**src/rtl/tsm7_pkg.sv**
```systemverilog
// ----------------------------------------------------------------------------
// tsm7_pkg
// Shared types, constants and the compare-exchange helper of the median filter.
// ----------------------------------------------------------------------------
`default_nettype none

package tsm7_pkg;

    localparam int SAMPLE_W    = 12;
    localparam int BYTE_W      = 8;
    localparam int HI_FIELD_W  = 7;   // sample bits 11..5 from the first byte
    localparam int LO_FIELD_W  = 5;   // sample bits 4..0 from the second byte
    localparam int SET_LEN     = 7;
    localparam int STORE_DEPTH = 2 * SET_LEN;
    localparam int POS_W       = $clog2(STORE_DEPTH);

    localparam logic [BYTE_W-1:0] LOW7_MASK = 8'h7f;
    localparam logic [POS_W-1:0]  FIRST_POS = '0;
    localparam logic [POS_W-1:0]  LAST_POS  = POS_W'(STORE_DEPTH - 1);

    typedef logic [SAMPLE_W-1:0] sample_t;
    typedef logic [SET_LEN-1:0][SAMPLE_W-1:0] set_t;

    typedef struct packed {
        sample_t lo;
        sample_t hi;
    } pair_t;

    // load enables of the two network register stages
    typedef struct packed {
        logic load_mid;
        logic load_out;
    } net_ctrl_t;

    function automatic pair_t cmp_swap(input sample_t a, input sample_t b);
        pair_t p;
        if (a > b) begin
            p.lo = b;
            p.hi = a;
        end else begin
            p.lo = a;
            p.hi = b;
        end
        return p;
    endfunction

endpackage

`default_nettype wire

```
**src/rtl/tsm7_front.sv**
```systemverilog
// ----------------------------------------------------------------------------
// tsm7_front
// Input register, sample position counter, 14-entry sample store and the
// capture of a complete X/Y set.
// ----------------------------------------------------------------------------
`default_nettype none

module tsm7_front import tsm7_pkg::*; (
    input  wire logic              aclk,
    input  wire logic              aresetn,
    input  wire logic              s_valid,
    output logic                   s_ready,
    input  wire logic [BYTE_W-1:0] s_high_byte,
    input  wire logic [BYTE_W-1:0] s_low_byte,
    input  wire logic              set_ready,
    output logic                   set_load,
    output set_t                   set_x,
    output set_t                   set_y
);

    logic             a_valid_reg;
    logic             a_last_reg;
    logic [POS_W-1:0] a_pos_reg;
    sample_t          a_sample_reg;
    logic [POS_W-1:0] pos_reg;
    logic [POS_W-1:0] pos_next;
    logic             last_next;
    sample_t          sample_next;
    logic [BYTE_W-1:0] hi_masked;
    logic             accept;
    logic             a_move;
    sample_t          store_reg [STORE_DEPTH];
    set_t             set_x_reg;
    set_t             set_y_reg;

    assign hi_masked   = s_high_byte & LOW7_MASK;
    assign sample_next = {hi_masked[HI_FIELD_W-1:0], s_low_byte[BYTE_W-1 -: LO_FIELD_W]};
    assign last_next   = (pos_reg == LAST_POS);
    assign pos_next    = last_next ? FIRST_POS : pos_reg + POS_W'(1);

    // a sample that closes a set waits here until the set register is free
    assign a_move   = a_valid_reg && (!a_last_reg || set_ready);
    assign s_ready  = !a_valid_reg || a_move;
    assign accept   = s_valid && s_ready;
    assign set_load = a_valid_reg && a_last_reg && set_ready;

    always_ff @(posedge aclk) begin
        if (!aresetn) begin
            a_valid_reg <= 1'b0;
            pos_reg     <= FIRST_POS;
        end else begin
            if (accept) begin
                a_valid_reg <= 1'b1;
                pos_reg     <= pos_next;
            end else if (a_move) begin
                a_valid_reg <= 1'b0;
            end
        end
    end

    always_ff @(posedge aclk) begin
        if (accept) begin
            a_last_reg   <= last_next;
            a_pos_reg    <= pos_reg;
            a_sample_reg <= sample_next;
        end
        if (a_move) begin
            store_reg[a_pos_reg] <= a_sample_reg;
        end
    end

    // take the set with the closing Y sample merged in from the input register
    always_ff @(posedge aclk) begin
        if (set_load) begin
            for (int i = 0; i < SET_LEN; i++) begin
                set_x_reg[i] <= store_reg[i];
                if (i == SET_LEN - 1) begin
                    set_y_reg[i] <= a_sample_reg;
                end else begin
                    set_y_reg[i] <= store_reg[SET_LEN + i];
                end
            end
        end
    end

    assign set_x = set_x_reg;
    assign set_y = set_y_reg;

endmodule

`default_nettype wire

```
**src/rtl/tsm7_median_net.sv**
```systemverilog
// ----------------------------------------------------------------------------
// tsm7_median_net
// Seven-input median from the 13-step compare-exchange network, split over
// two register stages (seven steps, then six).
// ----------------------------------------------------------------------------
`default_nettype none

module tsm7_median_net import tsm7_pkg::*; (
    input  wire logic      aclk,
    input  wire set_t      set_i,
    input  wire net_ctrl_t ctrl,
    output sample_t        median_o
);

    set_t    mid_next;
    set_t    mid_reg;
    sample_t median_next;
    sample_t median_reg;

    always_comb begin
        set_t  v;
        pair_t p;
        v = set_i;
        p = cmp_swap(v[0], v[5]); v[0] = p.lo; v[5] = p.hi;
        p = cmp_swap(v[0], v[3]); v[0] = p.lo; v[3] = p.hi;
        p = cmp_swap(v[1], v[6]); v[1] = p.lo; v[6] = p.hi;
        p = cmp_swap(v[2], v[4]); v[2] = p.lo; v[4] = p.hi;
        p = cmp_swap(v[0], v[1]); v[0] = p.lo; v[1] = p.hi;
        p = cmp_swap(v[3], v[5]); v[3] = p.lo; v[5] = p.hi;
        p = cmp_swap(v[2], v[6]); v[2] = p.lo; v[6] = p.hi;
        mid_next = v;
    end

    always_comb begin
        set_t  v;
        pair_t p;
        v = mid_reg;
        p = cmp_swap(v[2], v[3]); v[2] = p.lo; v[3] = p.hi;
        p = cmp_swap(v[3], v[6]); v[3] = p.lo; v[6] = p.hi;
        p = cmp_swap(v[4], v[5]); v[4] = p.lo; v[5] = p.hi;
        p = cmp_swap(v[1], v[4]); v[1] = p.lo; v[4] = p.hi;
        p = cmp_swap(v[1], v[3]); v[1] = p.lo; v[3] = p.hi;
        p = cmp_swap(v[3], v[4]); v[3] = p.lo; v[4] = p.hi;
        median_next = v[3];
    end

    always_ff @(posedge aclk) begin
        if (ctrl.load_mid) begin
            mid_reg <= mid_next;
        end
        if (ctrl.load_out) begin
            median_reg <= median_next;
        end
    end

    assign median_o = median_reg;

endmodule

`default_nettype wire

```
**src/rtl/touch_sample_median7_top.sv**
```systemverilog
// ----------------------------------------------------------------------------
// touch_sample_median7_top
// Median-of-seven filter for touch-controller samples: seven X samples, then
// seven Y samples, one median pair per set of fourteen.
//
//   channel | direction | handshake          | payload
//   s_      | in        | s_valid / s_ready  | s_high_byte[7:0], s_low_byte[7:0]
//   m_      | out       | m_valid / m_ready  | m_median_x[11:0], m_median_y[11:0]
//
// One sample transfer per cycle while s_ready is high. The fourteenth sample
// waits in the input register; the median pair then passes the set register, the
// first network half and the second network half into the output register on m_.
// Reset clears the position counter and all valid bits; store contents stay.
// A stalled result holds the set and network stages only behind it; samples
// that do not close a set keep flowing.
// ----------------------------------------------------------------------------
`default_nettype none

module touch_sample_median7_top import tsm7_pkg::*; (
    input  wire logic                aclk,
    input  wire logic                aresetn,
    input  wire logic                s_valid,
    output logic                     s_ready,
    input  wire logic [BYTE_W-1:0]   s_high_byte,
    input  wire logic [BYTE_W-1:0]   s_low_byte,
    output logic                     m_valid,
    input  wire logic                m_ready,
    output logic [SAMPLE_W-1:0]      m_median_x,
    output logic [SAMPLE_W-1:0]      m_median_y
);

    logic      c_valid_reg;
    logic      d_valid_reg;
    logic      m_valid_reg;
    logic      set_ready;
    logic      set_load;
    logic      d_load;
    logic      out_load;
    net_ctrl_t net_ctrl;
    set_t      set_x;
    set_t      set_y;

    assign out_load  = d_valid_reg && (!m_valid_reg || m_ready);
    assign d_load    = c_valid_reg && (!d_valid_reg || out_load);
    assign set_ready = !c_valid_reg || d_load;

    assign net_ctrl = '{load_mid: d_load, load_out: out_load};

    tsm7_front u_front (
        .aclk        (aclk),
        .aresetn     (aresetn),
        .s_valid     (s_valid),
        .s_ready     (s_ready),
        .s_high_byte (s_high_byte),
        .s_low_byte  (s_low_byte),
        .set_ready   (set_ready),
        .set_load    (set_load),
        .set_x       (set_x),
        .set_y       (set_y)
    );

    tsm7_median_net u_net_x (
        .aclk     (aclk),
        .set_i    (set_x),
        .ctrl     (net_ctrl),
        .median_o (m_median_x)
    );

    tsm7_median_net u_net_y (
        .aclk     (aclk),
        .set_i    (set_y),
        .ctrl     (net_ctrl),
        .median_o (m_median_y)
    );

    always_ff @(posedge aclk) begin
        if (!aresetn) begin
            c_valid_reg <= 1'b0;
            d_valid_reg <= 1'b0;
            m_valid_reg <= 1'b0;
        end else begin
            if (set_load) begin
                c_valid_reg <= 1'b1;
            end else if (d_load) begin
                c_valid_reg <= 1'b0;
            end
            if (d_load) begin
                d_valid_reg <= 1'b1;
            end else if (out_load) begin
                d_valid_reg <= 1'b0;
            end
            if (out_load) begin
                m_valid_reg <= 1'b1;
            end else if (m_ready) begin
                m_valid_reg <= 1'b0;
            end
        end
    end

    assign m_valid = m_valid_reg;

    // a held set is never dropped while the network stage is busy
    a_set_hold: assert property (@(posedge aclk) disable iff (!aresetn)
        (c_valid_reg && !d_load) |=> c_valid_reg)
        else $error("set register lost a pending set");

    // the network stage is only loaded from a valid set
    a_mid_source: assert property (@(posedge aclk) disable iff (!aresetn)
        d_load |-> c_valid_reg)
        else $error("network stage loaded without a set");

    // a half-finished median waits until the output register takes it
    a_mid_hold: assert property (@(posedge aclk) disable iff (!aresetn)
        (d_valid_reg && !out_load) |=> d_valid_reg)
        else $error("network stage lost a pending median");

    // the set register is never loaded while it holds a set that is not moving on
    a_set_no_overwrite: assert property (@(posedge aclk) disable iff (!aresetn)
        set_load |-> (!c_valid_reg || d_load))
        else $error("set register overwritten");

endmodule

`default_nettype wire

```
**config.mk**
```make
export PLATFORM = sky130hd
export DESIGN_NAME = touch_sample_median7_top
export DESIGN_NICKNAME = d
export VERILOG_FILES = /design/src/rtl/tsm7_pkg.sv /design/src/rtl/tsm7_front.sv /design/src/rtl/tsm7_median_net.sv /design/src/rtl/touch_sample_median7_top.sv
export SDC_FILE = /design/constraint.sdc
export NUM_CORES = 1
export LEC_CHECK = 0
export BUFFER_PORTS_ARGS = -buffer_cell sky130_fd_sc_hd__buf_4
export CAP_MARGIN = 30
export CORE_MARGIN = 3
export CORE_UTILIZATION = 44
export CTS_CLUSTER_SIZE = 24
export DETAILED_ROUTE_END_ITERATION = 16
export PLACE_DENSITY = 0.65
export SLEW_MARGIN = 20
export SYNTH_ARGS = -nofsm -noshare
export SYNTH_HDL_FRONTEND = slang
export SYNTH_SLANG_ARGS = --single-unit
export TNS_END_PERCENT = 10
```
**constraint.sdc**
```tcl
create_clock -name aclk -period 15.8 [get_ports aclk]
set_clock_uncertainty 0.2 [all_clocks]
set_input_delay 1.58 -clock aclk [delete_from_list [all_inputs] [get_ports aclk]]
set_output_delay 1.58 -clock aclk [all_outputs]
set_load 0.02 [all_outputs]
```
==> metrics.txt, run 1 <==
average wire per standard cell=19.57 um; Largest register FFs=156; Sum Neg Setup Slack=0 ps; hold buffers post-CTS=0; max-cap violations=0; CP most frequent cell=ha_1; TritonCTS Buffers=56; # H-tree levels=2; Port Buf Inserts=41; Layout fillers=5,590; status=finished, final reports clean; Setup WS post-layout=6160 ps; Post-CTS Setup Inserts=0; antenna violation net count after detailed routing=0; post-layout min period=9640 ps; worst min path class=reg -> reg; # rows=93; crit share post-route=61.01%; largest area contributor in the netlist=edfxtp_1; Ports=46; worst slew pin tran=982.7 ps; Pwr Total=3.150 mW; 1st-iter DRT viols=1,336; RSZ-0062 raised after global routing=no; EDFF count, synth=509; Starting Density=44.77%; Post-synth ARST share=0%; Die Y=263.0 um; drt drc=0; Total GRT Usage=18.65%; cell with the most instances after synthesis=edfxtp_1; drt first pass iters=5; syn_area_per_cell=12.26 um2; slowest CP cell=a21oi_1; Pins Over Slew Limit=0; # diodes=0; dpl hpwl=50.24 mm; initial antenna violation count=2; WS Path Type=reg -> reg; die span in x=263.0 um; Area Growth Syn to Fin=11.69%; Layout Nets=2,779; Worst VDD drop=0.07253 mV; CTS Sinks=517; layout cells sized above 1=10.15%; wirelength, routed=65.53 mm; leak pwr=13.66 nW; syn nets=2,702; DP Area=30,610 um2; Netlist cell types=51; CTS Root Cell=clkbuf_16; Netlist Area Pre-Place=29,070 um2; core area=64,930 um2; Design Area, Final=32,470 um2; crit start category=flip-flop; Final setup viols=0; largest cells by area after synthesis=edfxtp_1 (53%), ha_1 (13%), mux2i_1 (11%); vias in the first global route=18,380; Syn. warnings=0; Clock Path Buffers=3; gp weighted congestion=0.8876; worst-path maximum fanout=23; Core Util, Final=50.01%; WP data arrival=9830 ps; latest clock arrival within the worst-skew pair=620 ps; Final Hold Violating Endpoints=0; CP required=15,990 ps; full die area=69,190 um2; grt total ovfl=0; pre-CTS WS=6252 ps; vias=18,420; fmax=0.1037 GHz; top_reg_cell synth=edfxtp_1; largest stage delay on the critical path=900 ps; crit path capture type=flip-flop; Worst slew margin=34.49%; cell count after synthesis=2,372; CP bufs+invs=3; sequential share of the synthesized area=53.13%; CP top delay family=compound AO/OA/AOI/OAI gates; Yosys top cell area share=52.58%; Yosys reg bits=517; clock-pin slew on the worst setup and hold paths=60 ps; vias per inst=5.501; largest net degree at the start of global routing=74; CTS tree=done; PostCTS Resize Cnt=0; leading cell types by count after synthesis=edfxtp_1 (509), mux2i_1 (318), ha_1 (310); wire length of the first global-routing pass=101.6 mm; Pwr Density=97.01 nW/um2
==> stage by stage <==
step	std cells	hold WS [ps]
after detailed placement	3245	204.5
after floorplan	2372	200.3
after global routing	3348	213.4
final	3348	205.8
after CTS	3347	203.1
after global placement	3237	200.5
==> area by class of cell <==
cell class                      instances  area [um2]  share of cell area (%)
Sequential cell                       517       15440                   47.56
Multi-Input combinational cell       1504       12390                   38.15
Clock buffer                           71        1498                   4.612
Inverter                              285        1070                   3.295
Tap cell                              855        1070                   3.295
Timing Repair Buffer                   85       658.1                   2.027
Clock inverter                         31       342.8                   1.056
==> final timing paths <==
kind	end	cells past startpoint	slack, ps	start
setup / recovery	u_net_x.median_o[1]	30	6160	u_net_x.mid_reg[49]
hold / removal	u_front.set_y[32]	0	210	u_front.store_reg[9][8]
setup reg to reg	u_net_x.median_o[1]	30	6160	u_net_x.mid_reg[49]
hold reg to reg	u_front.set_y[32]	0	210	u_front.store_reg[9][8]
==> power breakdown <==
group	internal (mW)	leakage, nW	total [mW]	switching (mW)
Sequential	1.53	4.69	1.56	0.0280
Clock	0.768	0.900	1.30	0.531
Combinational	0.114	8.06	0.289	0.175
Total	2.42	13.7	3.15	0.734
==> logic make-up (layout without fill, tap and decap cells) <==
logic type / Yosys count / after routing / share of synthesized area (%)
buf+inv: 351 / 472 / 4.571
compound gates: 399 / 399 / 8.685
xor+xnor: 4 / 4 / 0.1205
mux: 370 / 370 / 12.98
simple gates: 419 / 419 / 7.106
fa+ha+maj: 312 / 312 / 13.42
flops: 517 / 517 / 53.13
==> layout by cell type, fill, tap and decap left out, types with 17 or more instances in the layout <==
cell type | Yosys | final
edfxtp_1 | 509 | 509
mux2i_1 | 318 | 318
ha_1 | 310 | 310
inv_1 | 285 | 285
o21ai_0 | 121 | 121
nand2_1 | 106 | 106
a21oi_1 | 107 | 102
buf_4 | 0 | 82
a21o_1 | 77 | 77
nor2_1 | 81 | 72
nand4_1 | 71 | 71
clkbuf_16 | 0 | 56
mux2_2 | 51 | 51
nor3_1 | 46 | 46
nand3_1 | 36 | 36
nor2b_1 | 36 | 35
nand2b_1 | 24 | 24
o211ai_1 | 17 | 17
==> layer usage <==
metal,wire length [um],track usage (%),part of all wire [%]
met1,31320,26.73,48
met2,29470,29.74,45
met3,2836,1.953,4.3
met4,1899,6.229,2.9
met5,0,0,0
Power figures use the tool's default switching activity.
==> run 2: changes to the inputs <==
--- a/config.mk
+++ b/config.mk
@@ -11,7 +11,7 @@
 export CORE_UTILIZATION = 44
 export CTS_CLUSTER_SIZE = 24
 export DETAILED_ROUTE_END_ITERATION = 16
-export PLACE_DENSITY = 0.65
+export PLACE_DENSITY = 0.67
 export SLEW_MARGIN = 20
 export SYNTH_ARGS = -nofsm -noshare
 export SYNTH_HDL_FRONTEND = slang
==> constraint.sdc (replaced) <==
create_clock -name aclk -period 8.1 [get_ports aclk]
set_clock_uncertainty 0.2 [all_clocks]
set_input_delay 0.81 -clock aclk [delete_from_list [all_inputs] [get_ports aclk]]
set_output_delay 0.81 -clock aclk [all_outputs]
set_load 0.02 [all_outputs]
==> metrics.txt, run 2 (synthesized netlist as in run 1, its figures left out) <==
Final Hold Violating Endpoints=0; WP data arrival=7800 ps; # H-tree levels=2; # diodes=0; reg2reg start=u_net_y.mid_reg[46]; Port Buf Inserts=41; Clock Path Buffers=3; largest stage delay on the critical path=430 ps; initial antenna violation count=0; Pwr Density=186.3 nW/um2; Total GRT Usage=19.05%; core area=64,930 um2; worst-path maximum fanout=14; leak pwr=13.83 nW; CTS Sinks=517; vias per inst=5.556; crit start category=flip-flop; gp weighted congestion=0.9098; grt total ovfl=0; Layout fillers=5,491; Die Y=263.0 um; Ports=46; Area Growth Syn to Fin=13.31%; commonest non-fill, non-tap cell in the layout=edfxtp_1; Pins Over Slew Limit=0; Starting Density=44.77%; worst min path class=in -> reg; Layout Nets=2,814; final hold slack=171.5 ps; Largest register FFs=156; commonest non-fill, non-tap cells in the layout=edfxtp_1 (509), ha_1 (310), mux2i_1 (309); fmax=0.1306 GHz; dpl hpwl=51.70 mm; CP required=8240 ps; layout cells sized above 1=12.34%; Sum Neg Setup Slack=0 ps; CP most frequent cell=o21ai_0; wire length of the first global-routing pass=103.4 mm; Worst VDD drop=0.1373 mV; die span in x=263.0 um; status=finished, final reports clean; clock-pin slew on the worst setup and hold paths=60 ps; antenna violation net count after detailed routing=0; # rows=93; Worst Setup SP=u_net_y.mid_reg[46]; CTS tree=done; Worst slew margin=37.55%; 1st-iter DRT viols=1,415; largest net degree at the start of global routing=86; crit path capture type=flip-flop; Final setup viols=0; CTS Root Cell=clkbuf_16; drt first pass iters=5; WS Path Type=reg -> reg; worst slew pin tran=936.7 ps; post-layout min period=7656 ps; full die area=69,190 um2; vias=18,800; RSZ-0062 raised after global routing=no; TritonCTS Buffers=54; max-cap violations=0; crit share post-route=94.52%; slowest CP cell=edfxtp_1; Hold Path Origin=s_low_byte[7]; drt drc=0; wirelength, routed=67.36 mm; average wire per standard cell=19.90 um; vias in the first global route=18,430; latest clock arrival within the worst-skew pair=610 ps
-- run 2: final timing paths --
kind | to | slack, ps | depth (start not counted)
worst min register to register | u_front.set_x[68] | 210 | 0
worst max register to register | u_net_y.median_o[9] | 440 | 34
worst min-delay path | u_front.a_sample_reg[4] | 170 | 1
worst max-delay path | u_net_y.median_o[9] | 440 | 34
-- run 2: layout make-up --
| cell class | instances | area (um2) | area share (%) |
|---|---|---|---|
| clock buffer | 63 | 1406 | 4.269 |
| tap | 855 | 1070 | 3.248 |
| inverter | 285 | 1070 | 3.248 |
| clock inverter | 38 | 400.4 | 1.215 |
| multi-input combinational | 1507 | 12580 | 38.19 |
| sequential | 517 | 15440 | 46.89 |
| timing repair buffer | 119 | 969.7 | 2.944 |
-- run 2: per-stage QoR --
| stage | total power, mW | instance area [um2] | worst slack [ps] | utilization [%] | std cells |
|---|---|---|---|---|---|
| 2_1_floorplan | 3.481 | 29080 | 511.1 | - | 2372 |
| 3_3_place_gp | 3.651 | 30770 | 41.03 | 47.38 | 3265 |
| 3_5_place_dp | 3.677 | 30860 | -23.97 | 47.53 | 3274 |
| 4_1_cts | 6.173 | 32680 | 0.5818 | 50.33 | 3375 |
| 5_1_grt | 6.380 | 32940 | 12.49 | 50.73 | 3384 |
| 6_report | 6.137 | 32940 | 444.0 | 50.73 | 3384 |
-- run 2: power breakdown --
group | total, mW | switching, mW | internal (mW)
registers | 3.05 | 0.0548 | 2.99
logic | 0.594 | 0.349 | 0.246
clock network | 2.50 | 1.05 | 1.45
-- run 2: layer usage --
layer	vias up	share of wire (%)	global-route usage [%]
met2	509	45	30.41
met5	-	0	0
met3	127	5.2	2.393
met4	0	3.4	7.152
li1	9060	-	-
met1	9105	46	26.69
-- run 2: worst max-delay path, delay by kind of cell (launching register included) --
kind                       cells  cell delay, ps
adders and majority gates      4            1270
AOI/OAI and AO/OA             15            2920
and+or+nand+nor                8            1010
muxes                          2             540
buffers and inverters          5             990
DFF                            1             430
-- run 2: repair_timing --
item,CTS,global route
hold buffers,0,0
endpoints found under the setup margin,6,24
cloned,0,3
setup buffers,0,3
pin swaps,0,5
resized for setup,1,35
==> run 3: changes to the inputs <==
--- a/config.mk
+++ b/config.mk
@@ -11,7 +11,7 @@
 export CORE_UTILIZATION = 44
 export CTS_CLUSTER_SIZE = 24
 export DETAILED_ROUTE_END_ITERATION = 16
-export PLACE_DENSITY = 0.67
+export PLACE_DENSITY_LB_ADDON = 0.12
 export SLEW_MARGIN = 20
 export SYNTH_ARGS = -nofsm -noshare
 export SYNTH_HDL_FRONTEND = slang
==> metrics.txt, run 3 (synthesized netlist as in run 1, its figures left out) <==
latest clock arrival within the worst-skew pair=630 ps; gp weighted congestion=0.8997; Final setup viols=0; Pwr Density=189.8 nW/um2; worst min path class=in -> reg; CP top delay family=compound AO/OA/AOI/OAI gates; Worst VDD drop=0.1963 mV; R2R cell count=31; # rows=93; WP data arrival=7730 ps; max-cap violations=0; Worst Setup SP=u_net_x.mid_reg[38]; largest stage delay on the critical path=490 ps; crit path capture type=flip-flop; CP endpoint=u_net_x.median_o[9]; CTS Sinks=517; wire length of the first global-routing pass=102.3 mm; worst slew pin tran=976.4 ps; Clock Path Buffers=3; antenna violation net count after detailed routing=0; commonest non-fill, non-tap cells in the layout=edfxtp_1 (509), mux2i_1 (311), ha_1 (310); RSZ-0062 raised after global routing=yes; full die area=69,190 um2; drt first pass iters=5; Worst slew margin=34.52%; vias=18,430; core area=64,930 um2; vias per inst=5.420; CTS Root Cell=clkbuf_16; 1st-iter DRT viols=1,188; Area Growth Syn to Fin=13.79%; reg2reg start=u_net_x.mid_reg[38]; Reg2Reg Capture Point=u_net_x.median_o[9]; Die Y=263.0 um; Pwr Total=6.278 mW; initial antenna violation count=5; wirelength, routed=67.32 mm; post-layout min period=7588 ps; die span in x=263.0 um; vias in the first global route=18,030; CP bufs+invs=5; # H-tree levels=2; final hold slack=154.9 ps; # diodes=0; critical path depth=31; reg-to-reg slack, setup=510 ps; Port Buf Inserts=41; dpl hpwl=51.06 mm; Ports=46; leak pwr=13.93 nW; Final Hold Violating Endpoints=0; fmax=0.1318 GHz; clock-pin slew on the worst setup and hold paths=60 ps; average wire per standard cell=19.80 um; Total GRT Usage=19.06%; Layout Nets=2,829; layout cells sized above 1=12.69%; status=finished, final reports clean; crit start category=flip-flop; grt total ovfl=0; CP most frequent cell=ha_1; drt drc=0; WS Path Type=reg -> reg; crit share post-route=93.68%; worst-path maximum fanout=14; Largest register FFs=156; CTS tree=done; Starting Density=44.77%; commonest non-fill, non-tap cell in the layout=edfxtp_1; Pins Over Slew Limit=0; CP required=8240 ps; TritonCTS Buffers=57; Sum Neg Setup Slack=0 ps; slowest CP cell=edfxtp_1; largest net degree at the start of global routing=169
## run 3: cell types whose count changed in the layout (fill, tap and decap cells not counted), sizes merged, moves of 2 or more
cell / delta
buf: +13
bufinv: +2
clkinv: +4
inv: -4
## run 3: worst min-delay path by stage
stage / cells past startpoint / slack, ps / end / from
after floorplan: 0 / 200 / u_front.set_x[0] / u_front.store_reg[0][0]
after global placement: 0 / 200 / u_front.set_x[48] / u_front.store_reg[4][0]
after global routing: 1 / 120 / u_front.a_sample_reg[10] / s_high_byte[5]
after CTS: 1 / 110 / u_front.a_sample_reg[3] / s_low_byte[6]
final: 1 / 150 / u_front.a_sample_reg[4] / s_low_byte[7]
after detailed placement: 0 / 200 / u_front.set_x[11] / u_front.store_reg[0][11]
## run 3: metrics by stage
step | setup WS (ps) | area (um2) | utilization, % | instances
after global routing | -38.22 | 33080 | 50.95 | 3400
after detailed placement | 11.54 | 30930 | 47.64 | 3283
after CTS | 140.7 | 32860 | 50.61 | 3388
after global placement | 176.4 | 30860 | 47.53 | 3275
final | 511.7 | 33080 | 50.95 | 3400
after floorplan | 511.1 | 29080 | - | 2372
## run 3: power breakdown
group	internal (mW)	switching, mW	leakage [nW]	total [mW]
logic	0.247	0.344	8.32	0.591
clock network	1.55	1.08	0.918	2.64
registers	2.99	0.0565	4.69	3.05
## run 3: repair_timing
item	CTS	global route
setup buffers	0	8
pin swaps	0	6
endpoints found under the hold margin	0	0
gates resized for setup	1	34
hold buffers	0	0
gates cloned	0	2
endpoints found under the setup margin	1	24
## run 3: layout make-up
| type | count | area, um2 |
|---|---|---|
| inverters | 285 | 1070 |
| clock inverters | 41 | 473.0 |
| well taps | 855 | 1070 |
| flip-flops and latches | 517 | 15440 |
| multi-input cells | 1506 | 12490 |
| fillers | 5629 | 31850 |
| repair buffers | 132 | 1076 |
| clock buffers | 64 | 1453 |
## run 3: metal layers
| layer | vias to the layer above | GRT usage (%) | part of all wire, % |
|---|---|---|---|
| met5 | - | 0 | 0.018 |
| li1 | 9099 | - | - |
| met2 | 355 | 28.78 | 43 |
| met3 | 129 | 3.047 | 4.5 |
| met1 | 8842 | 27.93 | 50 |
| met4 | 2 | 6.571 | 3.1 |
